===== src/hdl/lph_pkg.sv =====
// ----------------------------------------------------------------------------
// lph_pkg
// Shared widths, command and status codes and the result record.
// ----------------------------------------------------------------------------
`default_nettype none

package lph_pkg;

    localparam int KEY_W       = 31;
    localparam int IDX_W       = 7;
    localparam int POS_W       = 7;
    localparam int CFG_W       = 8;
    localparam int CMD_W       = 2;
    localparam int STAT_W      = 3;
    localparam int WORD_W      = KEY_W + 1;   // valid mark above the key
    localparam int S_TDATA_W   = 40;
    localparam int M_TDATA_W   = 40;
    localparam int DEF_SLOTS   = 128;
    localparam logic [CFG_W-1:0] DEF_TABLE_SIZE = 8'd128;

    typedef enum logic [CMD_W-1:0] {
        CMD_INSERT = 2'd0,
        CMD_SEARCH = 2'd1,
        CMD_DELETE = 2'd2,
        CMD_READ   = 2'd3
    } cmd_t;

    typedef enum logic [STAT_W-1:0] {
        STAT_INSERTED  = 3'd0,
        STAT_DROPPED   = 3'd1,
        STAT_FOUND     = 3'd2,
        STAT_NOT_FOUND = 3'd3,
        STAT_DELETED   = 3'd4,
        STAT_READ      = 3'd5
    } status_t;

    typedef struct packed {
        status_t              status;
        logic [POS_W-1:0]     position;
        logic [KEY_W-1:0]     value;
        logic                 occupied;
    } result_t;

endpackage

`default_nettype wire


===== src/hdl/lph_ram.sv =====
// ----------------------------------------------------------------------------
// lph_ram
// Slot store: one write port, one read port, registered read data.
// ----------------------------------------------------------------------------
`default_nettype none

module lph_ram
#(
    parameter int SLOTS = lph_pkg::DEF_SLOTS
)
(
    input  wire logic                          clk,
    input  wire logic                          wr_en,
    input  wire logic [$clog2(SLOTS)-1:0]      wr_addr,
    input  wire logic [lph_pkg::WORD_W-1:0]    wr_data,
    input  wire logic                          rd_en,
    input  wire logic [$clog2(SLOTS)-1:0]      rd_addr,
    output logic [lph_pkg::WORD_W-1:0]         rd_data
);

    logic [lph_pkg::WORD_W-1:0] mem [SLOTS];
    logic [lph_pkg::WORD_W-1:0] rd_data_reg;

    always_ff @(posedge clk)
    begin
        if (wr_en)
            mem[wr_addr] <= wr_data;
    end

    always_ff @(posedge clk)
    begin
        if (rd_en)
            rd_data_reg <= mem[rd_addr];
    end

    assign rd_data = rd_data_reg;

endmodule

`default_nettype wire


===== config.mk =====
export PLATFORM = sky130hd
export DESIGN_NAME = lph_ram
export DESIGN_NICKNAME = d
export VERILOG_FILES = /design/src/hdl/lph_pkg.sv /design/src/hdl/lph_ram.sv
export SDC_FILE = /design/constraint.sdc
export NUM_CORES = 2
export LEC_CHECK = 0
export CORE_MARGIN = 3
export CORE_UTILIZATION = 50
export CTS_BUF_LIST = sky130_fd_sc_hd__clkbuf_8 sky130_fd_sc_hd__clkbuf_16
export DETAILED_ROUTE_END_ITERATION = 10
export DONT_BUFFER_PORTS = 1
export HOLD_SLACK_MARGIN = 0.03
export PLACE_DENSITY_LB_ADDON = 0.12
export SYNTH_ARGS = -nofsm -noshare
export SYNTH_HDL_FRONTEND = slang
export SYNTH_SLANG_ARGS = --single-unit

===== constraint.sdc =====
create_clock -name clk -period 6.41 [get_ports clk]
set_input_delay 0.3205 -clock clk [delete_from_list [all_inputs] [get_ports clk]]
set_output_delay 0.3205 -clock clk [all_outputs]
set_load 0.005 [all_outputs]

# --- Word level (Yosys, flattened, before mapping) ---
# Memory sizes are Yosys's and may differ from the RTL's. A register that Yosys moved wholly into a read port is not among the register bits.
# Cells that the tools add are included.
# Widths: inputs -> output; s select.
totals:
  n_memories: 1
  mem_bits_rw: 4096
  wordCells: 3
  reg_bits: 0
memory_table:
  columns: ["name", "words", "word_bits", "read_ports", "rd_clocked_by_memory_dff", "wr", "line_no", "rtl"]
  rows:
  - ["mem", 128, 32, 1, 1, 1, "lph_ram.sv:21", "logic [lph_pkg::WORD_W-1:0] mem [SLOTS];"]
op_classes:
  n_mux: 2
ops:
  columns: ["operator", "n"]
  rows:
  - ["$mux 1", 2]

# --- Logic depth before layout (Yosys ltp) ---
depth:
  depth_word: 2
  mapped_depth: 8
  ltp_nobuf: 4

# --- Least setup slack after synthesis ---
# OpenSTA, ideal clock, no wires.
synth_path:
  kind: "input to register"
  start: "input port wr_en"
  end: "memory mem[98][0] (netlist bit), enable pin"
  path_stages: 3
  arrival_ns: 3.098
  required_time_ns: 5.949
  setup_time_ns: 0.461
  path_slack_ns: 2.851
  cell_sequence: "clkbuf_1 -> nand4_1 -> nor3_1"
synth_between:
  elab_chain_cells: 2
synth_rtl:
  columns: ["element", "line_no", "rtl"]
  rows:
  - ["from (decl)", "lph_ram.sv:13", "input wire logic wr_en,"]
  - ["$mux 1", "lph_ram.sv:26", "if (wr_en)"]
  - ["$mux 1 (implied by the code)", "lph_ram.sv:27", "mem[wr_addr] <= wr_data;"]
  - ["to (decl)", "lph_ram.sv:21", null]
# No other way between the ends.

==> impl_results.md <==
- Flops & latches, synth: 4128
- DR WL/cell: 39.0 um
- Cell count after synthesis: 5990
- CORE AREA: 0.310 mm2
- WL final: 422000 um
- Slowest library cell on the worst path: buf_16
- Sw Share: 20.9%
- Site Rows: 204
- Leak: 54.3 nW
- Max reg flops: 4096
- Placer Congestion: 0.810
- PostCTS Resize Cnt: 0
- Multi-input gate area: 0.0323 mm2
- Die area: 0.320 mm2
- Vias in the first global route: 70500
- Power Internal: 44.3 mW
- Max transition margin: -0.0246%
- Fin nets: 6376
- CP startpoint kind: input port
- WP data arrival: 4.93 ns
- Crit Path Class: input port to register
- Cell breakdown of the critical path: buf_16 -> buf_16 -> mux4_2 -> mux4_2 -> mux4_2 -> mux2_2 -> dlygate4sd3_1
- Post-Route Setup TNS: 0 ns
- Initial antenna violation count: 44
- Final Worst Setup Slack: 2.15 ns
- Least-Margin Pin Slew: 1.50 ns
- Max Cap Viol: 0
- Cell family with most CP delay: buffers and inverters
- Post-CTS Repair Setup Buffers: 0
- Hold_buf cts: 81
- Share of the synthesized area in the top cell type: 79.2%
- Mapped Nets: 6039
- Antenna viol nets, final: 0
- WP buf/inv: 3
- Crit-path most repeated cell: mux4_2
- Largest net degree at the start of global routing: 257
- Final setup vio count: 0
- Failing checks: slew limit
- Via density: 6.49
- I/O pins: 81
- First-pass GRT wire length: 581000 um
- FFs w/ async S/R, synth: 0%
- Clock Skews: 0.0333 ns
- Peak VDD IR: 0.258 mV
- Register Area: 0.124 mm2
- Via count: 70200
- R2R cell count: 5
- Later-pin clock latency in the skew report: 0.94 ns
- Worst Path Max Fanout: 212
- Layout cells sized above 1: 34.1%
- FF-to-FF setup slack: 3.13 ns
- Die W: 566 um
- Starting Density: 50.5%
- Main synth FF type: edfxtp_1
- Dominant cell type by area after synthesis: edfxtp_1
- First-pass detailed-route iteration total: 8
- Worst hold path class: input port to register
- Final period utilization: 66.4%
- Logic pwr share: 4.9%
- Cell variety after synth: 16
- Crit. End Element: register
- Fin. Hold Viols: 0
- Post-synth EDFFs: 4128
- Switching power: 11.7 mW
- Dpl hpwl: 215000 um
- Sequential fraction of the synthesis area: 79.2%
- CTS tree: yes
- Reg power frac: 53.6%
- Chip height: 566 um
- Mean Syn Cell Area: 26.1 um2
- Clock sink count: 4128
- Clock slew at reported path FFs: 0.06 ns
- CTS Buf Count: 412
- DRC violations left: 0
- Worst EP required: 7.08 ns
- Reg2reg start: mem[98][15]
- Fillers: 22200
- Reg2reg end: rd_data[15]
- WHS Endpoint: mem[72][9]
- I/O Buffers: 0
- Clock network power share: 41.6%
- Htree depth: 5
- Hold Path Depth: 2
- Top post-synthesis cells by area: edfxtp_1, mux4_2, clkbuf_1
- Yosys warns: 0
- RSZ-0062 raised after global routing: false
- Status: complete, but fails checks
- Grt total ovfl: 0
- P&R area growth vs syn: 13.3%
- Root Driver: clkbuf_16
- Max frequency: 235 MHz
- Iter 0 DRT Violations: 9921
- Power density over the cells: 316 mW/mm2
- Slew Limit Fails: 3
- CTS max path bufs: 4
- Hold Path Origin: wr_addr[0]
- Slowest cell delay on critical path: 0.87 ns
- Gr usage total: 26.6%
- Min cycle time layout: 4.26 ns
- Setup WS pre-CTS: 1.57 ns
- Cell area after synthesis: 0.157 mm2
==> worst max-delay path by stage <==
stage,from,end,cells after the start
CTS,rd_addr[2],rd_data[15],8
finish,rd_addr[2],rd_data[20],7
global route,rd_addr[2],rd_data[15],8
floorplan,wr_en,mem[98][0],3
detailed placement,rd_addr[2],rd_data[21],7
global placement,rd_addr[2],rd_data[21],6
==> layout make-up <==
cell class                      count  area share (%)
Antenna cell                       34          0.0480
Clock buffer                      422            5.95
Clock inverter                    317            1.36
Multi-Input combinational cell   1546            18.2
Sequential cell                  4128            69.9
Tap cell                         4120            2.91
Timing Repair Buffer              239            1.66
==> synthesized netlist by cell type, types with 3 or more instances <==
cell      instances
nor2b_1           7
buf_2            79
mux4_2         1344
buf_1            50
buf_4             3
nand3_1          12
mux2_2           32
nand2_1          14
nor2_1          122
clkbuf_1        182
nand4_1           3
edfxtp_1       4128
nor3_1            9
==> logic make-up (layout without fill, tap and decap cells) <==
family	count (synthesis)	count (layout)	share of synthesized area (%)
buffers and inverters	316	978	0.837
DFF	4128	4128	79.2
muxes	1376	1376	19.6
other	0	34	0
and+or+nand+nor	170	170	0.445
==> layer usage <==
metal / up-vias / track usage [%] / share of wire, %
li1: 27200 / - / -
met1: 39100 / 37.5 / 39
met2: 3335 / 42.7 / 49
met3: 562 / 5.51 / 9.1
met4: 12 / 7.66 / 3.1
met5: - / 0 / 0.018
==> power by group through the flow <==
stage                     clock (mW)  combinational (mW)  sequential [mW]
after floorplan                    0                1.44             30.4
after global placement             0                2.17             30.5
after detailed placement           0                2.15             30.6
after CTS                       23.6                2.75             30.0
after global routing            24.7                2.83             30.0
final                           23.3                2.73             30.0
==> cells in the final DEF (no fill, tap or decap) <==
master | synthesis | routed
nand2_1 | 14 | 11
nand3_2 | 0 | 4
clkinv_8 | 0 | 3
clkinv_2 | 0 | 86
buf_16 | 0 | 52
edfxtp_1 | 4128 | 4128
nor2_4 | 0 | 119
buf_4 | 3 | 142
dlygate4sd3_1 | 0 | 45
bufinv_16 | 0 | 37
inv_1 | 0 | 80
diode_2 | 0 | 34
nor2_1 | 122 | 3
nor3_2 | 0 | 9
inv_8 | 0 | 1
nand3_1 | 12 | 8
clkinv_1 | 0 | 94
nor2b_1 | 7 | 7
nand2_2 | 0 | 3
mux2_2 | 32 | 32
clkbuf_16 | 0 | 422
nand4_1 | 3 | 3
inv_16 | 0 | 2
clkinv_4 | 0 | 1
inv_6 | 0 | 3
nand2b_1 | 2 | 2
or3_1 | 1 | 1
clkinvlp_4 | 0 | 10
mux4_2 | 1344 | 1344
==> per-stage QoR <==
step | util (%) | instance area (um2) | std cells | hold WS (ns) | total power [mW]
2_1_floorplan | - | 157000 | 5990 | 0.419 | 31.9
3_3_place_gp | 52.5 | 163000 | 9948 | 0.429 | 32.7
3_5_place_dp | 52.5 | 163000 | 9951 | 0.428 | 32.7
4_1_cts | 57.1 | 177000 | 10800 | 0.0322 | 56.4
5_1_grt | 57.1 | 177000 | 10800 | 0.0723 | 57.5
6_report | 57.2 | 177000 | 10800 | 0.107 | 56.0
Note: power is estimated with default switching activity, not from simulation.
