## config.mk

```make
export PLATFORM = sky130hd
export DESIGN_NAME = lph_ctrl
export DESIGN_NICKNAME = d
export VERILOG_FILES = /design/src/hdl/lph_pkg.sv /design/src/hdl/lph_ctrl.sv
export SDC_FILE = /design/constraint.sdc
export NUM_CORES = 1
export LEC_CHECK = 0
export ABC_AREA = 1
export BUFFER_PORTS_ARGS = -buffer_cell sky130_fd_sc_hd__buf_2
export CAP_MARGIN = 15
export CORE_MARGIN = 2
export CORE_UTILIZATION = 55
export DETAILED_ROUTE_END_ITERATION = 7
export HOLD_SLACK_MARGIN = 0.08
export PLACE_DENSITY = 0.8
export SYNTH_ARGS = -nofsm -noshare
export SYNTH_HDL_FRONTEND = slang
export SYNTH_SLANG_ARGS = --single-unit
export TNS_END_PERCENT = 20
```

## constraint.sdc

```tcl
create_clock -name clk -period 2.3 [get_ports clk]
set_clock_uncertainty 0.15 [all_clocks]
set_input_delay 0.46 -clock clk [delete_from_list [all_inputs] [get_ports clk]]
set_output_delay 0.46 -clock clk [all_outputs]
set_load 0.1 [all_outputs]
```

## src/hdl/lph_pkg.sv

```systemverilog
// ----------------------------------------------------------------------------
// lph_pkg
// Shared widths, command and status codes and the result record.
// ----------------------------------------------------------------------------
`default_nettype none

package lph_pkg;

    localparam int KEY_W       = 31;
    localparam int IDX_W       = 7;
    localparam int POS_W       = 7;
    localparam int CFG_W       = 8;
    localparam int CMD_W       = 2;
    localparam int STAT_W      = 3;
    localparam int WORD_W      = KEY_W + 1;   // valid mark above the key
    localparam int S_TDATA_W   = 40;
    localparam int M_TDATA_W   = 40;
    localparam int DEF_SLOTS   = 128;
    localparam logic [CFG_W-1:0] DEF_TABLE_SIZE = 8'd128;

    typedef enum logic [CMD_W-1:0] {
        CMD_INSERT = 2'd0,
        CMD_SEARCH = 2'd1,
        CMD_DELETE = 2'd2,
        CMD_READ   = 2'd3
    } cmd_t;

    typedef enum logic [STAT_W-1:0] {
        STAT_INSERTED  = 3'd0,
        STAT_DROPPED   = 3'd1,
        STAT_FOUND     = 3'd2,
        STAT_NOT_FOUND = 3'd3,
        STAT_DELETED   = 3'd4,
        STAT_READ      = 3'd5
    } status_t;

    typedef struct packed {
        status_t              status;
        logic [POS_W-1:0]     position;
        logic [KEY_W-1:0]     value;
        logic                 occupied;
    } result_t;

endpackage

`default_nettype wire

```

## src/hdl/lph_ctrl.sv

```systemverilog
// ----------------------------------------------------------------------------
// lph_ctrl
// Sequencer: clearing pass, hashing, pipelined probe scan and slot read.
// ----------------------------------------------------------------------------
`default_nettype none

module lph_ctrl
#(
    parameter int SLOTS = lph_pkg::DEF_SLOTS
)
(
    input  wire logic                          clk,
    input  wire logic                          rst_n,
    input  wire logic                          in_valid,
    output logic                               in_ready,
    input  wire logic [lph_pkg::CMD_W-1:0]     in_cmd,
    input  wire logic [lph_pkg::KEY_W-1:0]     in_key,
    input  wire logic [lph_pkg::IDX_W-1:0]     in_idx,
    input  wire logic [lph_pkg::CFG_W-1:0]     n,
    output logic                               mod_start,
    input  wire logic                          mod_done,
    input  wire logic [lph_pkg::CFG_W-1:0]     mod_rem,
    output logic                               rd_en,
    output logic [$clog2(SLOTS)-1:0]           rd_addr,
    input  wire logic [lph_pkg::WORD_W-1:0]    rd_data,
    output logic                               wr_en,
    output logic [$clog2(SLOTS)-1:0]           wr_addr,
    output logic [lph_pkg::WORD_W-1:0]         wr_data,
    output logic                               res_valid,
    input  wire logic                          res_ready,
    output lph_pkg::result_t                   res
);

    localparam int AW   = $clog2(SLOTS);
    localparam int CMAX = (1 << lph_pkg::CFG_W) - 1;
    localparam int NMAX = (SLOTS < CMAX) ? SLOTS : CMAX;
    localparam int CW   = $clog2(NMAX + 1);

    typedef enum logic [2:0] {
        ST_CLEAR,
        ST_IDLE,
        ST_HASH,
        ST_SCAN,
        ST_READ,
        ST_READ_DATA,
        ST_DONE
    } state_t;

    state_t                        state_reg,     state_next;
    logic [AW-1:0]                 clr_addr_reg,  clr_addr_next;
    lph_pkg::cmd_t                 cmd_reg,       cmd_next;
    logic [lph_pkg::KEY_W-1:0]     key_reg,       key_next;
    logic [lph_pkg::IDX_W-1:0]     idx_reg,       idx_next;
    logic [lph_pkg::KEY_W-1:0]     moved_reg,     moved_next;
    logic [AW-1:0]                 home_reg,      home_next;
    logic [AW-1:0]                 probe_reg,     probe_next;
    logic [AW-1:0]                 chk_addr_reg,  chk_addr_next;
    logic [CW-1:0]                 issue_left_reg, issue_left_next;
    logic [CW-1:0]                 chk_left_reg,  chk_left_next;
    logic                          chk_valid_reg, chk_valid_next;
    logic                          first_reg,     first_next;
    lph_pkg::result_t              res_reg,       res_next;

    logic                          rd_occ;
    logic [lph_pkg::KEY_W-1:0]     rd_key;
    logic                          last_probe;
    logic [31:0]                   home_ext;
    logic [31:0]                   idx_ext;
    logic [31:0]                   chk_ext;
    logic [31:0]                   homepos_ext;
    logic                          idx_in_range;

    function automatic logic [AW-1:0] next_slot(input logic [AW-1:0] a,
                                                input logic [lph_pkg::CFG_W-1:0] size);
        logic [31:0]   a_inc;
        logic [AW-1:0] r;
        a_inc = 32'(a) + 32'd1;
        if (a_inc == 32'(size))
            r = '0;
        else
            r = a_inc[AW-1:0];
        return r;
    endfunction

    assign rd_occ       = rd_data[lph_pkg::WORD_W-1];
    assign rd_key       = rd_data[lph_pkg::KEY_W-1:0];
    assign last_probe   = (chk_left_reg == CW'(1));
    assign home_ext     = 32'(mod_rem);
    assign idx_ext      = 32'(idx_reg);
    assign chk_ext      = 32'(chk_addr_reg);
    assign homepos_ext  = 32'(home_reg);
    assign idx_in_range = (idx_ext < 32'(SLOTS));

    always_comb
    begin
        state_next      = state_reg;
        clr_addr_next   = clr_addr_reg;
        cmd_next        = cmd_reg;
        key_next        = key_reg;
        idx_next        = idx_reg;
        moved_next      = moved_reg;
        home_next       = home_reg;
        probe_next      = probe_reg;
        chk_addr_next   = chk_addr_reg;
        issue_left_next = issue_left_reg;
        chk_left_next   = chk_left_reg;
        chk_valid_next  = 1'b0;
        first_next      = first_reg;
        res_next        = res_reg;

        in_ready  = 1'b0;
        mod_start = 1'b0;
        rd_en     = 1'b0;
        rd_addr   = probe_reg;
        wr_en     = 1'b0;
        wr_addr   = chk_addr_reg;
        wr_data   = '0;
        res_valid = 1'b0;

        case (state_reg)
            ST_CLEAR:
            begin
                // Empty one slot a cycle.
                wr_en   = 1'b1;
                wr_addr = clr_addr_reg;
                wr_data = '0;
                if (32'(clr_addr_reg) == 32'(SLOTS - 1))
                    state_next = ST_IDLE;
                else
                    clr_addr_next = clr_addr_reg + AW'(1);
            end

            ST_IDLE:
            begin
                in_ready = 1'b1;
                if (in_valid)
                begin
                    cmd_next = lph_pkg::cmd_t'(in_cmd);
                    key_next = in_key;
                    idx_next = in_idx;
                    if (lph_pkg::cmd_t'(in_cmd) == lph_pkg::CMD_READ)
                        state_next = ST_READ;
                    else
                    begin
                        mod_start  = 1'b1;
                        state_next = ST_HASH;
                    end
                end
            end

            ST_HASH:
            begin
                if (mod_done)
                begin
                    home_next       = home_ext[AW-1:0];
                    probe_next      = home_ext[AW-1:0];
                    issue_left_next = CW'(n);
                    chk_left_next   = CW'(n);
                    first_next      = 1'b1;
                    state_next      = ST_SCAN;
                end
            end

            ST_SCAN:
            begin
                // Issue one probe a cycle; its data is checked in the following cycle.
                if (issue_left_reg != '0)
                begin
                    rd_en           = 1'b1;
                    rd_addr         = probe_reg;
                    probe_next      = next_slot(probe_reg, n);
                    issue_left_next = issue_left_reg - CW'(1);
                    chk_addr_next   = probe_reg;
                    chk_valid_next  = 1'b1;
                end

                if (chk_valid_reg)
                begin
                    chk_left_next = chk_left_reg - CW'(1);
                    first_next    = 1'b0;
                    res_next      = '{status:   lph_pkg::STAT_NOT_FOUND,
                                      position: '0, value: '0, occupied: 1'b0};
                    case (cmd_reg)
                        lph_pkg::CMD_INSERT:
                        begin
                            res_next.position = homepos_ext[lph_pkg::POS_W-1:0];
                            if (first_reg)
                            begin
                                // Home always takes the new key.
                                wr_en      = 1'b1;
                                wr_data    = {1'b1, key_reg};
                                moved_next = rd_key;
                                if (!rd_occ)
                                begin
                                    res_next.status = lph_pkg::STAT_INSERTED;
                                    state_next      = ST_DONE;
                                end
                                else if (last_probe)
                                begin
                                    res_next.status = lph_pkg::STAT_DROPPED;
                                    state_next      = ST_DONE;
                                end
                            end
                            else if (!rd_occ)
                            begin
                                wr_en           = 1'b1;
                                wr_data         = {1'b1, moved_reg};
                                res_next.status = lph_pkg::STAT_INSERTED;
                                state_next      = ST_DONE;
                            end
                            else if (last_probe)
                            begin
                                res_next.status = lph_pkg::STAT_DROPPED;
                                state_next      = ST_DONE;
                            end
                        end

                        lph_pkg::CMD_SEARCH, lph_pkg::CMD_DELETE:
                        begin
                            if (rd_occ && (rd_key == key_reg))
                            begin
                                res_next.position = chk_ext[lph_pkg::POS_W-1:0];
                                if (cmd_reg == lph_pkg::CMD_DELETE)
                                begin
                                    wr_en           = 1'b1;
                                    wr_data         = {1'b0, rd_key};
                                    res_next.status = lph_pkg::STAT_DELETED;
                                end
                                else
                                    res_next.status = lph_pkg::STAT_FOUND;
                                state_next = ST_DONE;
                            end
                            else if (last_probe)
                                state_next = ST_DONE;
                        end

                        default:
                        begin
                            state_next = ST_DONE;
                        end
                    endcase
                end
            end

            ST_READ:
            begin
                rd_en      = 1'b1;
                rd_addr    = idx_ext[AW-1:0];
                state_next = ST_READ_DATA;
            end

            ST_READ_DATA:
            begin
                res_next.status   = lph_pkg::STAT_READ;
                res_next.position = idx_reg;
                if (idx_in_range && rd_occ)
                begin
                    res_next.value    = rd_key;
                    res_next.occupied = 1'b1;
                end
                else
                begin
                    res_next.value    = '0;
                    res_next.occupied = 1'b0;
                end
                state_next = ST_DONE;
            end

            ST_DONE:
            begin
                res_valid = 1'b1;
                if (res_ready)
                    state_next = ST_IDLE;
            end

            default:
            begin
                state_next = ST_IDLE;
            end
        endcase
    end

    always_ff @(posedge clk or negedge rst_n)
    begin
        if (!rst_n)
        begin
            state_reg      <= ST_CLEAR;
            clr_addr_reg   <= '0;
            cmd_reg        <= lph_pkg::CMD_INSERT;
            key_reg        <= '0;
            idx_reg        <= '0;
            moved_reg      <= '0;
            home_reg       <= '0;
            probe_reg      <= '0;
            chk_addr_reg   <= '0;
            issue_left_reg <= '0;
            chk_left_reg   <= '0;
            chk_valid_reg  <= 1'b0;
            first_reg      <= 1'b0;
            res_reg        <= '0;
        end
        else
        begin
            state_reg      <= state_next;
            clr_addr_reg   <= clr_addr_next;
            cmd_reg        <= cmd_next;
            key_reg        <= key_next;
            idx_reg        <= idx_next;
            moved_reg      <= moved_next;
            home_reg       <= home_next;
            probe_reg      <= probe_next;
            chk_addr_reg   <= chk_addr_next;
            issue_left_reg <= issue_left_next;
            chk_left_reg   <= chk_left_next;
            chk_valid_reg  <= chk_valid_next;
            first_reg      <= first_next;
            res_reg        <= res_next;
        end
    end

    assign res = res_reg;

endmodule

`default_nettype wire

```

Word level (Yosys, flattened, before mapping)

Index checks and enable logic that the tools add are counted.

Input port bits: 93
Flip-flop bits (word level): 162
Output and inout port bits: 93

$lt $le $gt $ge: 1
Bitwise operators: 1
Equality and inequality tests: 19
Add/sub/neg operators: 4
Muxes and demuxes: 55
Reduce and logical (&&, ||, !) cells: 17

Operator list:

| operator            | count |
|---|---|
| $mux 32             | 5 |
| $pmux 42 s2         | 1 |
| $pmux 32 s2         | 1 |
| $mux 31             | 2 |
| $mux 42             | 1 |
| $mux 7              | 5 |
| $pmux 8 s2          | 2 |
| $eq 31x31->1        | 1 |
| $mux 3              | 10 |
| $mux 8              | 3 |
| $pmux 3 s7          | 1 |
| $pmux 10 s2         | 1 |
| $sub 8x1->8 const B | 2 |
| $mux 1              | 14 |
| $pmux 7 s2          | 1 |
| $ne 2x2->1 const B  | 6 |
| $mux 10             | 1 |
| $reduce_and 2->1    | 5 |
| $eq 3x3->1 const B  | 3 |
| $add 7x1->8 const B | 1 |
| $eq 8x1->1 const B  | 1 |
| $eq 8x8->1          | 1 |
| $lt 7x8->1 const B  | 1 |
| $pmux 1 s2          | 4 |
| other kinds (18)    | 24 |

Longest topological paths before layout

Depth in word-level cells: 6
Depth in mapped cells: 17
Mapped depth without buffers: 16

Least setup slack after synthesis

OpenSTA, ideal clock, no wires.

Kind: reg-to-output
Start: register cmd_reg[0]
End: output wr_data[7] in the netlist's numbering
Path buffers: 1
Cell stages (with the launch flop): 6
Data arrival time: 3.572 ns
Path slack: -1.882 ns
Cells stage by stage: dfrtp_1 inv_1 ha_1 clkinv_1 buf_2 o31ai_1

Word-level cells in the longest chain between the ends: 6
Elaborated cells between the ends (all ways): 9
Classes of those cells: 2 x eq/ne; 5 x mux; 2 x reduce/logical

RTL lines:

| element                | RTL line                         | RTL |
|---|---|---|
| from (decl)            | lph_ctrl.sv:51                   | `lph_pkg::cmd_t cmd_reg, cmd_next;` |
| from (signal assigned) | lph_ctrl.sv:289                  | `cmd_reg <= lph_pkg::CMD_INSERT;` |
| from (signal assigned) | lph_ctrl.sv:306                  | `cmd_reg <= cmd_next;` |
| $eq 2x2->1             | lph_ctrl.sv:183, lph_ctrl.sv:223 |  |
| $mux 31                | lph_ctrl.sv:223                  | `if (cmd_reg == lph_pkg::CMD_DELETE)` |
| $mux 31                | lph_ctrl.sv:220                  | `if (rd_occ && (rd_key == key_reg))` |
| $pmux 32 s2 *          | lph_ctrl.sv:183                  | `case (cmd_reg)` |
| $mux 32 *              | lph_ctrl.sv:177                  | `if (chk_valid_reg)` |
| $mux 32 *              | lph_ctrl.sv:120                  | `case (state_reg)` |
| to (decl)              | lph_ctrl.sv:28                   | `output logic [lph_pkg::WORD_W-1:0] wr_data,` |

Mark *: on every way between the ends. The rest lies on a longest branch, timed or not.

Worst setup path after layout

Start: register key_reg[29] in the netlist's numbering
End: output wr_data[11] in the netlist's numbering

Word-level cells in the longest chain between the ends: 6

RTL lines:

| element                | RTL line        | RTL |
|---|---|---|
| from (decl)            | lph_ctrl.sv:52  | `logic [lph_pkg::KEY_W-1:0] key_reg, key_next;` |
| from (signal assigned) | lph_ctrl.sv:307 | `key_reg <= key_next;` |
| $eq 31x31->1           | lph_ctrl.sv:220 |  |
| $logic_and 1x1->1      | lph_ctrl.sv:220 |  |
| $mux 31                | lph_ctrl.sv:220 |  |
| $pmux 32 s2            | lph_ctrl.sv:183 |  |
| $mux 32                | lph_ctrl.sv:177 |  |
| $mux 32                | lph_ctrl.sv:120 |  |

No other way between the ends.

==> reports/metrics.csv <==
metric,value,unit
core area,16400,µm²
synth cell count leaders,"353 x nand2_1, 162 x dfrtp_1, 161 x inv_1",
most common cell in the netlist,nand2_1,
largest net degree at the start of global routing,63,
Critical Path Sink Type,output pin,
largest family of logic cells by synthesized area,simple AND/OR/NAND/NOR gates,
CP arrival,2.48,ns
element type at the critical path start,register,
Adder-Cell Fraction of Synth Area,1.51,%
"most used cell, CP",nand2_1,
switch share,53.4,%
I/O pins,186,
layout cells sized above 1,32.1,%
Worst slew margin,64.6,%
Post-Syn Instances,1198,
Area after DPL,12300,µm²
Area Growth Syn to Fin,44.3,%
DIE HEIGHT,133,µm
Port Buffers,184,
sequential share of power,24.1,%
Largest register FFs,42,
DP HPWL,21400,µm
H-tree depth,4,
Syn Nets,1302,
Residual DRC,0,
Max clock buf depth,2,
Synth Area in Compound Gates,19.3,%
Int Pwr,9.46,mW
synth top area cells,"dfrtp_1 44%, nand2_1 15%, inv_1 6.6%",
R2R depth,8,
Crit Path Max Fanout,9,
standard-cell rows,47,
Main synth FF type,dfrtp_1,
number of nets with antenna violations after routing,0,
CP cell instances,inv_1 > a21oi_2 > nand2_1 > nor2_1 > nand2_1 > nor2_1 > nand2_1 > inv_2 > nand3_4 > buf_12 > o31ai_4 > buf_12,
Yosys warning count,0,
"slowest stage delay, CP",0.40,ns
final period utilization,134,%
Yosys reg bits,162,
Num CTS Buffers,17,
pin slew with the least headroom to its limit,0.535,ns
violated checks,negative setup slack,
initial antenna violation count,3,
"Seq/Total Area, Yosys",44.5,%
TritonCTS clock tree,built,
NetSw,10.8,mW
die area,17600,µm²
HP Class,input port to register,
Comb power frac,62.1,%
Max Cap Violations,0,
unrepaired setup endpoints after global routing,yes,
Pins Over Slew Limit,0,
status,"complete, but fails checks",
largest area contributor in the netlist,dfrtp_1,
router iterations before antenna repair,5,
Lkg Pwr,6.86,nW
post-synthesis xor/xnor area fraction,2.31,%
GRT overflow,0,
Final setup viols,49,
critical path class,register to output pin,
Post-Synth Simple-Gate Area,22.6,%
share of the synthesized area in the top cell type,44.5,%
total number of vias,9708,
Clk Tree Root Cell,clkbuf_16,
DRT Wirelength,30300,µm
"CTS clk-pin slew, worst paths",0.06,ns
syn avg cell area,7.61,µm²
CP max-delay cell,dfrtp_1,
Initial Utilization,55.6,%
synthesized area,9120,µm²
Worst-Skew Late Latency,0.43,ns
"Hold Vio Cnt, Final",0,
CP required,1.69,ns
grt met1 use,42.0,%
Final Net Count,1614,
worst hold stages,2,
Total Routing Usage GR,35.4,%
count of cell types in the netlist,39,
Finished Cell Area,13200,µm²
power per cell area,1540,nW/µm²
GRT busiest layer,met2,
Tot Pwr,20.3,mW
first-pass GRT wire length,49100,µm
clk sink count,162,
vias per cell,5.57,
"EDFF count, synth",0,
clock group share of total power,13.8,%
asr flop ratio synth,100,%
wire per inst,17.4,µm
mux cell area share after synthesis,0.494,%
1st-iter DRT viols,856,
vias in the first global route,9947,
fmax,0.324,GHz
M3 GR Usage,7.32,%
setup ws final,-0.785,ns
GPL Wtd Cong,0.959,
Die Wd,133,µm
peak supply drop,0.00184,V
post-route minimum period,3.09,ns
M2 GR Usage,59.3,%
## metrics by stage
step | utilization [%] | cells | TNS (ns) | setup WS (ns) | hold slack [ns]
finish | 80.2 | 1744 | -24.42 | -0.785 | 0.104
global placement | 75.2 | 1706 | -14.80 | -0.517 | 0.270
detailed placement | 75.2 | 1706 | -15.88 | -0.565 | 0.276
floorplan | - | 1198 | -28.22 | -0.715 | 0.0144
global route | 80.2 | 1742 | -29.70 | -0.900 | 0.103
CTS | 79.8 | 1741 | -23.37 | -0.757 | 0.0948
## cell families after synthesis
kind of cell	count (synthesis)
AND/OR/NAND/NOR	513
AO/OA/AOI/OAI	268
buffers and inverters	216
flip-flops	162
XOR/XNOR	24
adder cells (fa/ha/maj)	11
multiplexers	4
## timing repair
item                                    4_1_cts  5_1_grt
gates cloned                                  0        0
hold buffers                                  1        0
pin swaps                                    23        3
setup buffers                                 4        0
gates resized for setup                      39       13
endpoints found under the setup margin       51       56
endpoints found under the hold margin        41        0
## worst max-delay path, delay by kind of cell, from the launching register on
kind | cells | cell delay [ns]
buffers and inverters | 4 | 0.58
flip-flops | 1 | 0.40
AO/OA/AOI/OAI | 2 | 0.45
AND/OR/NAND/NOR | 6 | 0.59
## path summary, 6_finish.rpt
check,from,to,slack (ns)
max,key_reg[29],wr_data[11],-0.79
min,in_key[8],key_reg[8],0.10
max reg2reg,state_reg[1],res[3],0.18
min reg2reg,clr_addr_reg[5],clr_addr_reg[5],0.31
max in group asynchronous,rst_n,probe_reg[1],0.95
min in group asynchronous,rst_n,res[26],0.38
## power by group through the flow
| stage | Combinational (mW) | Sequential, mW | Clock (mW) |
|---|---|---|---|
| floorplan | 5.66 | 7.29 | 0 |
| global route | 13.4 | 5.02 | 2.93 |
| global placement | 11.8 | 4.82 | 0 |
| CTS | 12.4 | 4.86 | 2.79 |
| detailed placement | 12.1 | 4.86 | 0 |
| finish | 12.6 | 4.89 | 2.80 |
## per-layer routing
metal / part of all wire [%] / wire length, µm
met1: 37 / 11200
met4: 5.3 / 1610
met2: 49 / 15000
met5: 0.046 / 14
met3: 8.3 / 2520
## layout by cell type, fill, tap and decap left out, drive strengths merged, types with 7 or more instances in the layout
cell    count
a31oi      11
nor3       12
nor2      112
a21oi      67
nand3      21
o21ai     121
xnor2      11
clkbuf     20
o21bai      7
o22ai      32
o31ai      27
inv       166
ha         11
buf       338
nand2     355
dfrtp     162
xor2       13
## final cells by class
type	count	area, µm²
multi-input cells	820	4580
flip-flops and latches	162	4060
fillers	976	3250
repair buffers	339	3000
inverters	170	671
clock buffers	20	457
well taps	220	275
clock inverters	10	111
diodes	3	7.51
Note: power is estimated with default switching activity, not from simulation.
