File: config.mk
export PLATFORM = sky130hd
export DESIGN_NAME = lph_mod
export DESIGN_NICKNAME = d
export VERILOG_FILES = /design/src/hdl/lph_pkg.sv /design/src/hdl/lph_mod.sv
export SDC_FILE = /design/constraint.sdc
export NUM_CORES = 1
export LEC_CHECK = 0
export BUFFER_PORTS_ARGS = -buffer_cell sky130_fd_sc_hd__buf_2
export CORE_MARGIN = 5
export CORE_UTILIZATION = 37
export CTS_CLUSTER_SIZE = 28
export DETAILED_ROUTE_END_ITERATION = 6
export RECOVER_POWER = 25
export SYNTH_ARGS = -nofsm -noshare
export SYNTH_HDL_FRONTEND = slang
export SYNTH_SLANG_ARGS = --single-unit
export TNS_END_PERCENT = 20
File: constraint.sdc
create_clock -name clk -period 2.1 [get_ports clk]
set_input_delay 0.105 -clock clk [delete_from_list [all_inputs] [get_ports clk]]
set_output_delay 0.105 -clock clk [all_outputs]
set_load 0.02 [all_outputs]
File: src/hdl/lph_pkg.sv
// ----------------------------------------------------------------------------
// lph_pkg
// Shared widths, command and status codes and the result record.
// ----------------------------------------------------------------------------
`default_nettype none

package lph_pkg;

    localparam int KEY_W       = 31;
    localparam int IDX_W       = 7;
    localparam int POS_W       = 7;
    localparam int CFG_W       = 8;
    localparam int CMD_W       = 2;
    localparam int STAT_W      = 3;
    localparam int WORD_W      = KEY_W + 1;   // valid mark above the key
    localparam int S_TDATA_W   = 40;
    localparam int M_TDATA_W   = 40;
    localparam int DEF_SLOTS   = 128;
    localparam logic [CFG_W-1:0] DEF_TABLE_SIZE = 8'd128;

    typedef enum logic [CMD_W-1:0] {
        CMD_INSERT = 2'd0,
        CMD_SEARCH = 2'd1,
        CMD_DELETE = 2'd2,
        CMD_READ   = 2'd3
    } cmd_t;

    typedef enum logic [STAT_W-1:0] {
        STAT_INSERTED  = 3'd0,
        STAT_DROPPED   = 3'd1,
        STAT_FOUND     = 3'd2,
        STAT_NOT_FOUND = 3'd3,
        STAT_DELETED   = 3'd4,
        STAT_READ      = 3'd5
    } status_t;

    typedef struct packed {
        status_t              status;
        logic [POS_W-1:0]     position;
        logic [KEY_W-1:0]     value;
        logic                 occupied;
    } result_t;

endpackage

`default_nettype wire

File: src/hdl/lph_mod.sv
// ----------------------------------------------------------------------------
// lph_mod
// Restoring remainder unit: key mod table size, one dividend bit per cycle.
// ----------------------------------------------------------------------------
`default_nettype none

module lph_mod
(
    input  wire logic                          clk,
    input  wire logic                          rst_n,
    input  wire logic                          start,
    input  wire logic [lph_pkg::KEY_W-1:0]     dividend,
    input  wire logic [lph_pkg::CFG_W-1:0]     divisor,
    output logic                               done,
    output logic [lph_pkg::CFG_W-1:0]          remainder
);

    localparam int CNT_W = $clog2(lph_pkg::KEY_W + 1);

    logic                          busy_reg;
    logic                          done_reg;
    logic [CNT_W-1:0]              cnt_reg;
    logic [lph_pkg::KEY_W-1:0]     shift_reg;
    logic [lph_pkg::CFG_W-1:0]     rem_reg;
    logic [lph_pkg::CFG_W:0]       trial;
    logic [lph_pkg::CFG_W:0]       diff;

    // Bring down the next dividend bit and subtract when it fits.
    assign trial = {rem_reg, shift_reg[lph_pkg::KEY_W-1]};
    assign diff  = trial - {1'b0, divisor};

    always_ff @(posedge clk or negedge rst_n)
    begin
        if (!rst_n)
        begin
            busy_reg  <= 1'b0;
            done_reg  <= 1'b0;
            cnt_reg   <= '0;
            shift_reg <= '0;
            rem_reg   <= '0;
        end
        else
        begin
            done_reg <= 1'b0;
            if (start)
            begin
                busy_reg  <= 1'b1;
                cnt_reg   <= CNT_W'(lph_pkg::KEY_W);
                shift_reg <= dividend;
                rem_reg   <= '0;
            end
            else if (busy_reg)
            begin
                shift_reg <= {shift_reg[lph_pkg::KEY_W-2:0], 1'b0};
                if (trial >= {1'b0, divisor})
                    rem_reg <= diff[lph_pkg::CFG_W-1:0];
                else
                    rem_reg <= trial[lph_pkg::CFG_W-1:0];
                cnt_reg <= cnt_reg - CNT_W'(1);
                if (cnt_reg == CNT_W'(1))
                begin
                    busy_reg <= 1'b0;
                    done_reg <= 1'b1;
                end
            end
        end
    end

    assign done      = done_reg;
    assign remainder = rem_reg;

endmodule

`default_nettype wire

# Yosys cells after proc, flatten, opt, wreduce, memory -nomap -nowiden
# Cells that the tools add are included.
# totals
register_bits	46
in_bits	42
out_inout_bits	9
word_cells	23
# classes
n_addsub	2
order_cmp	1
eq_ne	1
mux	13
n_reduce_logical	1
# ops
op	count
$mux W31	2
$mux W8	3
$mux W5	2
$ge A9 B8 Y1	1
$sub A8 B8 Y8	1
$mux W1	6
$eq A5 B1 Y1 const B	1
$sub A5 B1 Y5 const B	1
$reduce_bool A2 Y1	1

# Depth between registers and ports, before layout
# Gate-level depths: netlist of run 1.
# logic_depth
word_depth	4
ltp_mapped	8
depth_no_buf	8

# Worst setup path before layout of run 1
# Ideal clock, no wire load.
# synth_timing
kind	register to register
startpoint	register rem_reg, in the netlist remainder[0]
endpoint	register rem_reg, in the netlist remainder[6]
t_arrival_ns	1.780
setup_slack_ns	0.220
stages_incl_launch_ff	8
n_path_buf	0
synth_period_minus_slack_ns	1.880
path_cell_list	dfrtp_1 > inv_1 > fa_1 > nand2b_1 > a21oi_1 > mux2i_1 > a31o_1 > a311oi_1
# synth_via
elab_chain_len	4
elab_cells_between_ends	5
# synth_rtl
item	line	source
start, declared	lph_mod.sv:24	logic [lph_pkg::CFG_W-1:0] rem_reg;
start signal, assigned	lph_mod.sv:56	rem_reg <= diff[lph_pkg::CFG_W-1:0];
start signal, assigned	lph_mod.sv:58	rem_reg <= trial[lph_pkg::CFG_W-1:0];
$sub A8 B8 Y8 / $ge A9 B8 Y1 (equally long branches)	lph_mod.sv:30, lph_mod.sv:55	
$mux W8 *	lph_mod.sv:55	if (trial >= {1'b0, divisor})
$mux W8 *	lph_mod.sv:52	else if (busy_reg)
$mux W8 *	lph_mod.sv:45	if (start)
# Mark *: on every way between the ends. The rest lies on a longest branch, timed or not. The select of a mux whose other input is x is not followed.
# A chain may end at the register's enable or synchronous reset.

# Worst setup path in the final report of run 1
# layout_timing
startpoint	register rem_reg, in the netlist remainder[6]
endpoint	register rem_reg, in the netlist remainder[0]
# layout_via
elab_chain_len	4
# layout_rtl
item	line
$ge A9 B8 Y1	lph_mod.sv:55
$mux W8	lph_mod.sv:55
$mux W8	lph_mod.sv:52
$mux W8	lph_mod.sv:45
# Every way passes these cells. The select of a mux whose other input is x is not followed.

==> run summary, run 1 <==
Root Buffer: clkbuf_8
Initial DRC count: 57
Initial antenna violation count: 0
Max Clk Rate: 511 MHz
Synthesized instance count: 266
Post-Layout Inst Area: 3080 sq um
Drt wl/cell: 12.4 um
Yosys reg bits: 46
CP max FO: 12
Reg2reg end: remainder[0]$_DFFE_PN0P_
Worst Tran Pin Value: 1.16 ns
Critical path's slowest cell: dfrtp_1
Post-synthesis sequential area ratio: 45.2%
Cells after DPL: 391
Via count: 1935
Synthesized cell area: 2550 sq um
Largest net degree at the start of global routing: 38
Worst Reg-to-Reg Cells: 7
Top Ports: 51
Row count: 30
Most frequent cells in the layout: nand2_1, buf_2, dfrtp_1
Fin. Hold Viols: 0
Post-DP Area: 2920 sq um
Cells on Worst Hold Path: 3
Vias in the first global route: 1984
PwrDens: 867 nW/um^2
Max transition margin: 22.8%
CTS Sinks: 46
Max Cap Violations: 0
Reg2reg start: remainder[6]$_DFFE_PN0P_
CP peak stage delay: 0.43 ns
Die area: 8650 sq um
Area of the multi-input gates: 1300 sq um
Power Total: 0.00267 W
Yosys warns: 0
RSZ-0062 raised after global routing: yes
GRT overflow: 0
Layout Cells excl Fill: 404
Post-Synth Adder-Cell Area: 5.69%
Gpl congestion: 0.794
TritonRoute pass-1 iters: 4
Setup crit end: remainder[0]$_DFFE_PN0P_
Flip-flop count of the largest register after layout: 31
CTS Buffer Depth: 2
Fin crit period: 1.96 ns
Critical Path Stages: 7
Setup Crit Path Kind: register to register
CP Launch Type: register
# diodes: 0
Commonest non-fill, non-tap cell in the layout: nand2_1
Clk_lat worst skew: 0.29 ns
Drt total wl: 5020 um
Top_reg_cell synth: dfrtp_1
Ratio of cells with drive above 1 in the final layout: 24.7%
Chip Width: 93.0 um
Die height: 93.0 um
Worst path required time: 2.30 ns
Effective utilization at floorplan: 37.7%
Status: complete, no violations
Async set-reset flop share out of synthesis: 100%
Synth-to-layout area growth: 21.0%
Tcrit/Tclk final: 93.2%
Data arrival, critical path: 2.15 ns
R2R Setup Slk: 0.14 ns
All-Layer GR Usage: 12.0%
Peak supply drop: 0.338 mV
CTS tree: yes
Buf/Inv on CP: 2
Via/cell ratio: 4.79
Simple-Gate Fraction of Synth Area: 14.2%
Post-Synth XOR/XNOR Area: 2.75%
Core area: 6760 sq um
Critical-path cell list: ha_1, inv_1, o221ai_2, a21oi_2, buf_4, or2_2, a311oi_1
First-pass GRT wire length: 8590 um
Hold Path Class: primary input to register
Fin nets: 376
CTS H-tree lvls: 2
Family with the most delay on the worst path: compound AO/OA/AOI/OAI gates
Main combinational cell family by area after synthesis: simple AND/OR/NAND/NOR gates
Worst setup EP type: register
Mean post-synth cell area: 9.58 sq um
Post-CTS Setup Bufs: 0
Antenna Nets Post-Route: 0
Post-synth cell types: 40
Fin. max-slew vios: 0
Start point of the critical path: remainder[6]$_DFFE_PN0P_
Pleak: 1.64 nW
Synth Area in Compound Gates: 14.0%
Sequential cell area: 1150 sq um
Num CTS Buffers: 5
Fillcell total: 659
DP HPWL: 3680 um
Number of synthesized flops with an enable pin: 0
Syn_nets: 319
IO buf count: 50
Final setup fails: 0
Clk_skew: 0.00268 ns
Post-synthesis mux area share: 13.4%
Clock-pin slew on the worst setup and hold paths: 0.09 ns
# DRC: 0
cells in the mapped netlist, types with 2 or more instances:
| library cell | number | area, sq um |
|---|---|---|
| nor2b_1 | 2 | 12.5 |
| o21ai_0 | 35 | 175 |
| nand2_1 | 49 | 184 |
| nor3_1 | 3 | 15.0 |
| a21oi_2 | 3 | 26.3 |
| buf_2 | 3 | 15.0 |
| clkbuf_1 | 9 | 33.8 |
| nor2_1 | 13 | 48.8 |
| ha_1 | 10 | 125 |
| a311oi_1 | 2 | 17.5 |
| mux2i_1 | 34 | 340 |
| a21oi_1 | 4 | 20.0 |
| xor2_1 | 4 | 35.0 |
| buf_1 | 2 | 7.51 |
| xnor2_1 | 4 | 35.0 |
| dfrtp_1 | 46 | 1150 |
| a31oi_1 | 2 | 12.5 |
| a211oi_1 | 4 | 30.0 |
| nand2b_1 | 2 | 12.5 |
| inv_1 | 14 | 52.6 |
| nor3b_1 | 2 | 15.0 |
power by group:
group / total (W) / leakage, nW / internal [W] / switching [W]
Sequential: 0.00109 / 0.556 / 0.000998 / 0.0000929
Combinational: 0.00104 / 1.04 / 0.000480 / 0.000564
Clock: 0.000539 / 0.0441 / 0.000234 / 0.000305
Total: 0.00267 / 1.64 / 0.00171 / 0.000961
worst min path at each step:
stage	startpoint	endpoint	slack, ns
floorplan	rst_n	busy_reg$_DFF_PN0_	-0.19
global placement	rst_n	shift_reg[11]$_DFFE_PN0P_	0.1
detailed placement	rst_n	shift_reg[11]$_DFFE_PN0P_	0.10
CTS	dividend[5]	shift_reg[5]$_DFFE_PN0P_	0.003
global route	dividend[15]	shift_reg[15]$_DFFE_PN0P_	0.002
finish	dividend[5]	shift_reg[5]$_DFFE_PN0P_	0.01
routing by layer:
layer	track usage, %	vias to the layer above	wire, um
met5	0	-	0
met4	2.56	0	22
met3	2.82	3	225
met2	20.2	39	2300
met1	15.9	866	2480
li1	-	1027	-
kinds of logic after synthesis:
logic type | Yosys count
AOI/OAI and AO/OA | 57
and+or+nand+nor | 80
muxes | 34
DFF | 46
adders and majority gates | 11
buffers and inverters | 30
xor gates and xnor gates | 8
worst register-to-register path, cell delays in order (launching register included):
cell and delay [ns]:
dfrtp_1 0.43, ha_1 0.40, inv_1 0.08, o221ai_2 0.19, a21oi_2 0.04, buf_4 0.18, or2_2 0.28, a311oi_1 0.26
per-stage QoR:
step	util, %	setup WS [ns]	hold WS (ns)	TNS, ns
2_1_floorplan	-	0.220	-0.191	0
3_5_place_dp	43.2	0.112	0.101	0
5_1_grt	45.6	-0.0115	0.00237	-0.0115
4_1_cts	45.3	0.0888	0.00283	0
3_3_place_gp	43.2	0.159	0.0996	0
6_report	45.6	0.143	0.0117	0
repair_timing:
| item | in CTS | in global routing |
|---|---|---|
| hold buffers | 5 | 0 |
| hold endpoints to repair | 24 | 0 |
| resized for setup | 0 | 5 |
| setup endpoints to repair | 0 | 4 |
area by class of cell:
cell class	count	area share (%)
timing repair buffer	65	12.4
sequential	46	37.4
multi-input combinational	190	42.2
clock buffer	5	2.23
tap	80	3.25
inverter	15	1.83
clock inverter	3	0.690
(Power assumes the default switching activity.)
==> run 2, diff against run 1 <==
--- a/config.mk
+++ b/config.mk
@@ -5,9 +5,10 @@
 export SDC_FILE = /design/constraint.sdc
 export NUM_CORES = 1
 export LEC_CHECK = 0
+export ABC_AREA = 1
 export BUFFER_PORTS_ARGS = -buffer_cell sky130_fd_sc_hd__buf_2
 export CORE_MARGIN = 5
-export CORE_UTILIZATION = 37
+export CORE_UTILIZATION = 40
 export CTS_CLUSTER_SIZE = 28
 export DETAILED_ROUTE_END_ITERATION = 6
 export RECOVER_POWER = 25
==> run summary, run 2 <==
Fin. max-slew vios: 0 (unchanged)
DP HPWL: 4190 um (+14%)
Gpl congestion: 0.826 (+4.0%)
Top-count cell post-synth: nand2_1
Post-synthesis sequential area ratio: 45.9% (+0.72 points)
Internal power: 0.00183 W (+6.7%)
CP max FO: 9 (-3)
Comb pwr share: 40.5% (+1.4 points)
Reg2reg start: remainder[5]$_DFFE_PN0P_
Initial DRC count: 84 (+47%)
Initial antenna violation count: 0 (unchanged)
Clk_lat worst skew: 0.30 ns (about the same)
Vias in the first global route: 2057 (+3.7%)
Via/cell ratio: 4.92 (+2.8%)
Reg2reg end: remainder[2]$_DFFE_PN0P_
Effective utilization at floorplan: 41.6% (+3.9 points)
PwrDens: 1020 nW/um^2 (+17%)
CTS Sinks: 46 (unchanged)
Share of power burned in registers: 37.5% (-3.3 points)
Worst path required time: 2.34 ns (+0.04 ns)
Psw: 0.00119 W (+23%)
Max transition margin: 44.8% (+22 points)
Hold Startpoint: dividend[0]
R2R Setup Slk: 0.38 ns (+0.23 ns)
Sw Ratio: 39.4% (+3.4 points)
RSZ-0062 raised after global routing: no
CTS tree: yes
IO buf count: 50 (unchanged)
Top Ports: 51 (unchanged)
Clock-pin slew on the worst setup and hold paths: 0.09 ns (about the same)
Layout Cells excl Fill: 439 (+8.7%)
Cells on Worst Hold Path: 3 (unchanged)
Worst Tran Pin Value: 0.828 ns (-0.330 ns)
GRT overflow: 0 (unchanged)
Antenna Nets Post-Route: 0 (unchanged)
Cells after DPL: 430 (+10%)
Drt wl/cell: 12.7 um (+2.0%)
Dpl ws: 0.397 ns (+0.286 ns)
Most frequent cells in the layout: nand2_1, buf_2, dfrtp_1
Drt total wl: 5570 um (+11%)
Hold Path End: shift_reg[0]$_DFFE_PN0P_
Sequential cell area: 1150 sq um (-0.11%)
Top_reg_cell synth: dfrtp_1
Worst setup EP type: register
Syn_nets: 363 (+14%)
Hold Buf Count CTS: 1 (-4)
Pleak: 1.62 nW (-1.4%)
Fin crit period: 1.72 ns (-0.235 ns)
Synth-to-layout area growth: 18.2%
Final worst setup slack: 0.378 ns (+0.235 ns)
Via count: 2161 (+12%)
Root Buffer: clkbuf_8
Num CTS Buffers: 5 (unchanged)
CTS H-tree lvls: 2 (unchanged)
All-Layer GR Usage: 15.4% (+3.3 points)
Async set-reset flop share out of synthesis: 100% (unchanged)
Chip Width: 89.2 um (-4.1%)
Flip-flop count of the largest register after layout: 31 (unchanged)
Synthesized cell area: 2510 sq um (-1.6%)
Yosys warns: 0 (unchanged)
CTS Buffer Depth: 2 (unchanged)
Tcrit/Tclk final: 82.0% (-11 points)
Fillcell total: 593 (-10%)
Synth top area share: 45.9% (+0.72 points)
Worst Reg-to-Reg Cells: 10 (+3)
Setup TNS: 0 ns (unchanged)
Clk_skew: 0.00727 ns (+0.00460 ns)
Fin. Hold Viols: 0 (unchanged)
Post-synth cell types: 27 (-33%)
CP Launch Type: register
Area of the multi-input gates: 1160 sq um (-11%)
Clock share of power: 22.0% (+1.8 points)
Leading area contributor after synthesis: dfrtp_1
Post-CTS Setup Bufs: 0 (unchanged)
Row count: 28 (-6.7%)
Synthesized instance count: 310 (+17%)
Fin nets: 416 (+11%)
Ratio of cells with drive above 1 in the final layout: 21.2% (-3.5 points)
# DRC: 0 (unchanged)
Data arrival, critical path: 1.96 ns (-0.19 ns)
Mean post-synth cell area: 8.09 sq um (-16%)
Peak supply drop: 0.513 mV (+52%)
Largest net degree at the start of global routing: 24 (-37%)
Yosys reg bits: 46 (unchanged)
# diodes: 0 (unchanged)
Final setup fails: 0 (unchanged)
Hold Path Class: primary input to register
Status: complete, no violations
Number of synthesized flops with an enable pin: 0 (unchanged)
Commonest non-fill, non-tap cell in the layout: nand2_1
Die height: 89.2 um (-4.1%)
Die area: 7960 sq um (-8.0%)
First-pass GRT wire length: 9650 um (+12%)
Core area: 6030 sq um (-11%)
Setup Crit Path Kind: register to register
Commonest cells in the netlist: nand2_1, dfrtp_1, inv_1, nand3_1, a22oi_1
Post-CTS Resized: 0 (unchanged)
Synth area leaders: dfrtp_1, nand2_1, a22oi_1, nand3_1, inv_1
Max Clk Rate: 581 MHz (+14%)
Max Cap Violations: 0 (unchanged)
TritonRoute pass-1 iters: 4 (unchanged)
Power Total: 0.00301 W (+13%)
[run 2: cells by family after synthesis]
| logic type | synth area share, % |
|---|---|
| flops | 45.9 |
| fa+ha+maj | 5.79 |
| simple gates | 27.7 |
| buf+inv | 7.73 |
| compound gates | 11.9 |
| xor+xnor | 1.05 |
[run 2: power by group through the flow]
| stage | clock [W] | combinational, W | sequential, W |
|---|---|---|---|
| global route | 0.000722 | 0.00138 | 0.00115 |
| finish | 0.000664 | 0.00122 | 0.00113 |
| global placement | 0 | 0.00123 | 0.00115 |
| detailed placement | 0 | 0.00123 | 0.00115 |
| CTS | 0.000685 | 0.00124 | 0.00113 |
| floorplan | 0 | 0.000839 | 0.00120 |
[run 2: layer usage]
metal,global-route usage (%),share of wire (%),up-vias
met4,3.38,0.83,0
met2,23.8,45,53
met3,3.69,6.0,5
met5,0,0,-
li1,-,-,1115
met1,22.0,48,988
[run 2: per-stage QoR]
stage | utilization (%) | hold slack (ns) | instance area (sq um)
2_1_floorplan | - | -0.191 | 2510
4_1_cts | 49.3 | 0.00848 | 2970
3_5_place_dp | 47.2 | 0.0409 | 2850
5_1_grt | 49.2 | 0.0121 | 2960
6_report | 49.2 | 0.0167 | 2960
3_3_place_gp | 47.2 | 0.0364 | 2850
[run 2: critical path, cell delays in order, from the launching register on]
cell     delay (ns)
dfrtp_1        0.43
ha_1           0.36
nand2_1        0.10
nand2_1        0.06
nand2_1        0.05
nand2_1        0.08
nor2_4         0.24
nand2_4        0.12
nand2_1        0.07
nand3_1        0.06
nand2_1        0.09
[run 2: cell type report]
| class | count | area share, % |
|---|---|---|
| clock buffers | 5 | 2.32 |
| flip-flops and latches | 46 | 38.8 |
| multi-input cells | 215 | 39.3 |
| inverters | 38 | 4.81 |
| repair buffers | 57 | 10.1 |
| clock inverters | 3 | 1.48 |
| well taps | 75 | 3.17 |
[run 2: worst max-delay path by stage]
stage,endpoint,depth (start not counted),from,slack (ns)
finish,remainder[2]$_DFFE_PN0P_,10,remainder[5]$_DFFE_PN0P_,0.38
global route,shift_reg[1]$_DFFE_PN0P_,3,rst_n,0.20
CTS,remainder[2]$_DFFE_PN0P_,10,remainder[5]$_DFFE_PN0P_,0.37
detailed placement,remainder[7]$_DFFE_PN0P_,10,remainder[5]$_DFFE_PN0P_,0.40
global placement,remainder[6]$_DFFE_PN0P_,11,shift_reg[30]$_DFFE_PN0P_,0.42
floorplan,remainder[0]$_DFFE_PN0P_,9,remainder[1]$_DFFE_PN0P_,0.49
==> run 3, diff against run 2 <==
==> constraint.sdc (replaced) <==
create_clock -name clk -period 1.6 [get_ports clk]
set_input_delay 0.08 -clock clk [delete_from_list [all_inputs] [get_ports clk]]
set_output_delay 0.08 -clock clk [all_outputs]
set_load 0.02 [all_outputs]
==> run summary, run 3 (same netlist as run 2, synthesis figures left out) <==
Status: finished, violations left
Violated checks: negative setup slack
Worst path required time: 1.84 ns (-0.50 ns)
Num CTS Buffers: 5 (unchanged)
CP Launch Type: register
Final setup fails: 1 (+1)
Initial DRC count: 146 (+74%)
CTS Buffer Depth: 2 (unchanged)
Fin crit period: 1.61 ns (-0.113 ns)
CTS H-tree lvls: 2 (unchanged)
TritonRoute pass-1 iters: 5 (+1)
Vias in the first global route: 2181 (+6.0%)
Ratio of cells with drive above 1 in the final layout: 30.9% (+9.8 points)
RSZ-0062 raised after global routing: yes
Power Total: 0.00460 W (+53%)
Initial antenna violation count: 0 (unchanged)
Peak supply drop: 0.824 mV (+61%)
Area of the multi-input gates: 1370 sq um (+17%)
Max Cap Violations: 0 (unchanged)
Die area: 7960 sq um (unchanged)
Critical path's slowest cell: dfrtp_1
Largest net degree at the start of global routing: 27 (+13%)
Synth-to-layout area growth: 33.0%
Flip-flop count of the largest register after layout: 31 (unchanged)
Drt total wl: 6280 um (+13%)
Tcrit/Tclk final: 101% (+19 points)
Commonest non-fill, non-tap cell in the layout: nand2_1
Chip Width: 89.2 um (unchanged)
Die height: 89.2 um (unchanged)
Most frequent cells in the layout: nand2_1, buf_2, dfrtp_1
Data arrival, critical path: 1.85 ns (-0.11 ns)
Top Ports: 51 (unchanged)
GRT overflow: 0 (unchanged)
Pleak: 1.73 nW (+6.8%)
Max transition margin: 58.0% (+13 points)
CTS Sinks: 46 (unchanged)
Final worst setup slack: -0.00886 ns (-0.387 ns)
Critical-path cell list: ha_4, nand2_2, nand2_2, a21oi_4, nand2_4, nand2_8, nand2_8, nand2_1, nand3_1, nand2_1
DP HPWL: 4270 um (+1.9%)
CP peak stage delay: 0.43 ns (about the same)
Fin. Hold Viols: 0 (unchanged)
All-Layer GR Usage: 16.5% (+1.1 points)
Effective utilization at floorplan: 41.6% (unchanged)
Core area: 6030 sq um (unchanged)
Fin. max-slew vios: 0 (unchanged)
Worst setup EP type: register
# diodes: 0 (unchanged)
CP max FO: 8 (-1)
Final Util: 55.4% (+6.2 points)
# DRC: 0 (unchanged)
Row count: 28 (unchanged)
CTS tree: yes
Dpl ws: -0.0650 ns (-0.462 ns)
Gpl congestion: 0.868 (+5.0%)
Drt wl/cell: 13.6 um (+7.0%)
First-pass GRT wire length: 10200 um (+5.8%)
Root Buffer: clkbuf_8
Hold Path Class: primary input to register
Fin nets: 440 (+5.8%)
Sequential cell area: 1150 sq um (unchanged)
Antenna Nets Post-Route: 0 (unchanged)
Setup Crit Path Kind: register to register
Worst Tran Pin Value: 0.630 ns (-0.198 ns)
PwrDens: 1380 nW/um^2 (+36%)
Max Clk Rate: 622 MHz (+7.0%)
Clock-pin slew on the worst setup and hold paths: 0.09 ns (about the same)
Via/cell ratio: 5.01 (+1.7%)
Via count: 2318 (+7.3%)
Clk_skew: 0.00656 ns (-0.000710 ns)
Fillcell total: 571 (-3.7%)
Clk_lat worst skew: 0.30 ns (about the same)
IO buf count: 50 (unchanged)
Hold_ws: 0.00874 ns (-0.00801 ns)
==> run 3: path summary, 6_finish.rpt <==
check | slack, ns | startpoint | depth (start not counted) | to
worst max-delay path | -0.009 | remainder[1]$_DFFE_PN0P_ | 10 | remainder[4]$_DFFE_PN0P_
worst min-delay path | 0.009 | dividend[7] | 3 | shift_reg[7]$_DFFE_PN0P_
worst max register to register | -0.009 | remainder[1]$_DFFE_PN0P_ | 10 | remainder[4]$_DFFE_PN0P_
worst min register to register | 0.48 | shift_reg[5]$_DFFE_PN0P_ | 2 | shift_reg[6]$_DFFE_PN0P_
max in group asynchronous | 0.29 | rst_n | 3 | shift_reg[4]$_DFFE_PN0P_
min in group asynchronous | 0.30 | rst_n | 2 | shift_reg[22]$_DFFE_PN0P_
==> run 3: repair_timing <==
| item | CTS | global route |
|---|---|---|
| hold buffers | 6 | 1 |
| gates cloned | 1 | 1 |
| setup endpoints to repair | 8 | 8 |
| pin swaps | 2 | 14 |
| endpoints found under the hold margin | 26 | 1 |
| gates resized for setup | 5 | 28 |
| buffers inserted | 0 | 3 |
==> run 3: final cells by class <==
cell class | count | area share (%)
multi-input cells | 217 | 40.9
flip-flops and latches | 46 | 34.5
repair buffers | 79 | 14.5
inverters | 38 | 4.43
well taps | 75 | 2.81
clock buffers | 7 | 2.59
clock inverters | 1 | 0.263
==> run 3: power by group <==
group,internal (W),switching [W]
Sequential,0.00133,0.000150
Combinational,0.00102,0.00135
Clock,0.000357,0.000393
Total,0.00270,0.00189
==> run 3: worst max-delay path: cells and delay by family, from the launching register on <==
family,cells,cell delay (ns)
and+or+nand+nor,8,0.65
DFF,1,0.43
adders and majority gates,1,0.29
AOI/OAI and AO/OA,1,0.18
==> run 3: through the flow <==
step | setup TNS [ns] | instances | instance area, sq um
finish | -0.00886 | 463 | 3340
global route | -0.600 | 463 | 3340
CTS | -0.0282 | 458 | 3180
detailed placement | -0.432 | 443 | 2980
global placement | -0.286 | 443 | 2980
floorplan | 0 | 310 | 2530
==> run 3: per-layer routing <==
metal  routed length (um)  GRT usage, %  part of all wire (%)  vias up
li1                     -             -                     -     1163
met1                 2810          22.6                    45     1105
met2                 3130          26.5                    50       43
met3                  288          3.69                   4.6        7
met4                   55          4.06                  0.88        0
met5                    0             0                     0        -
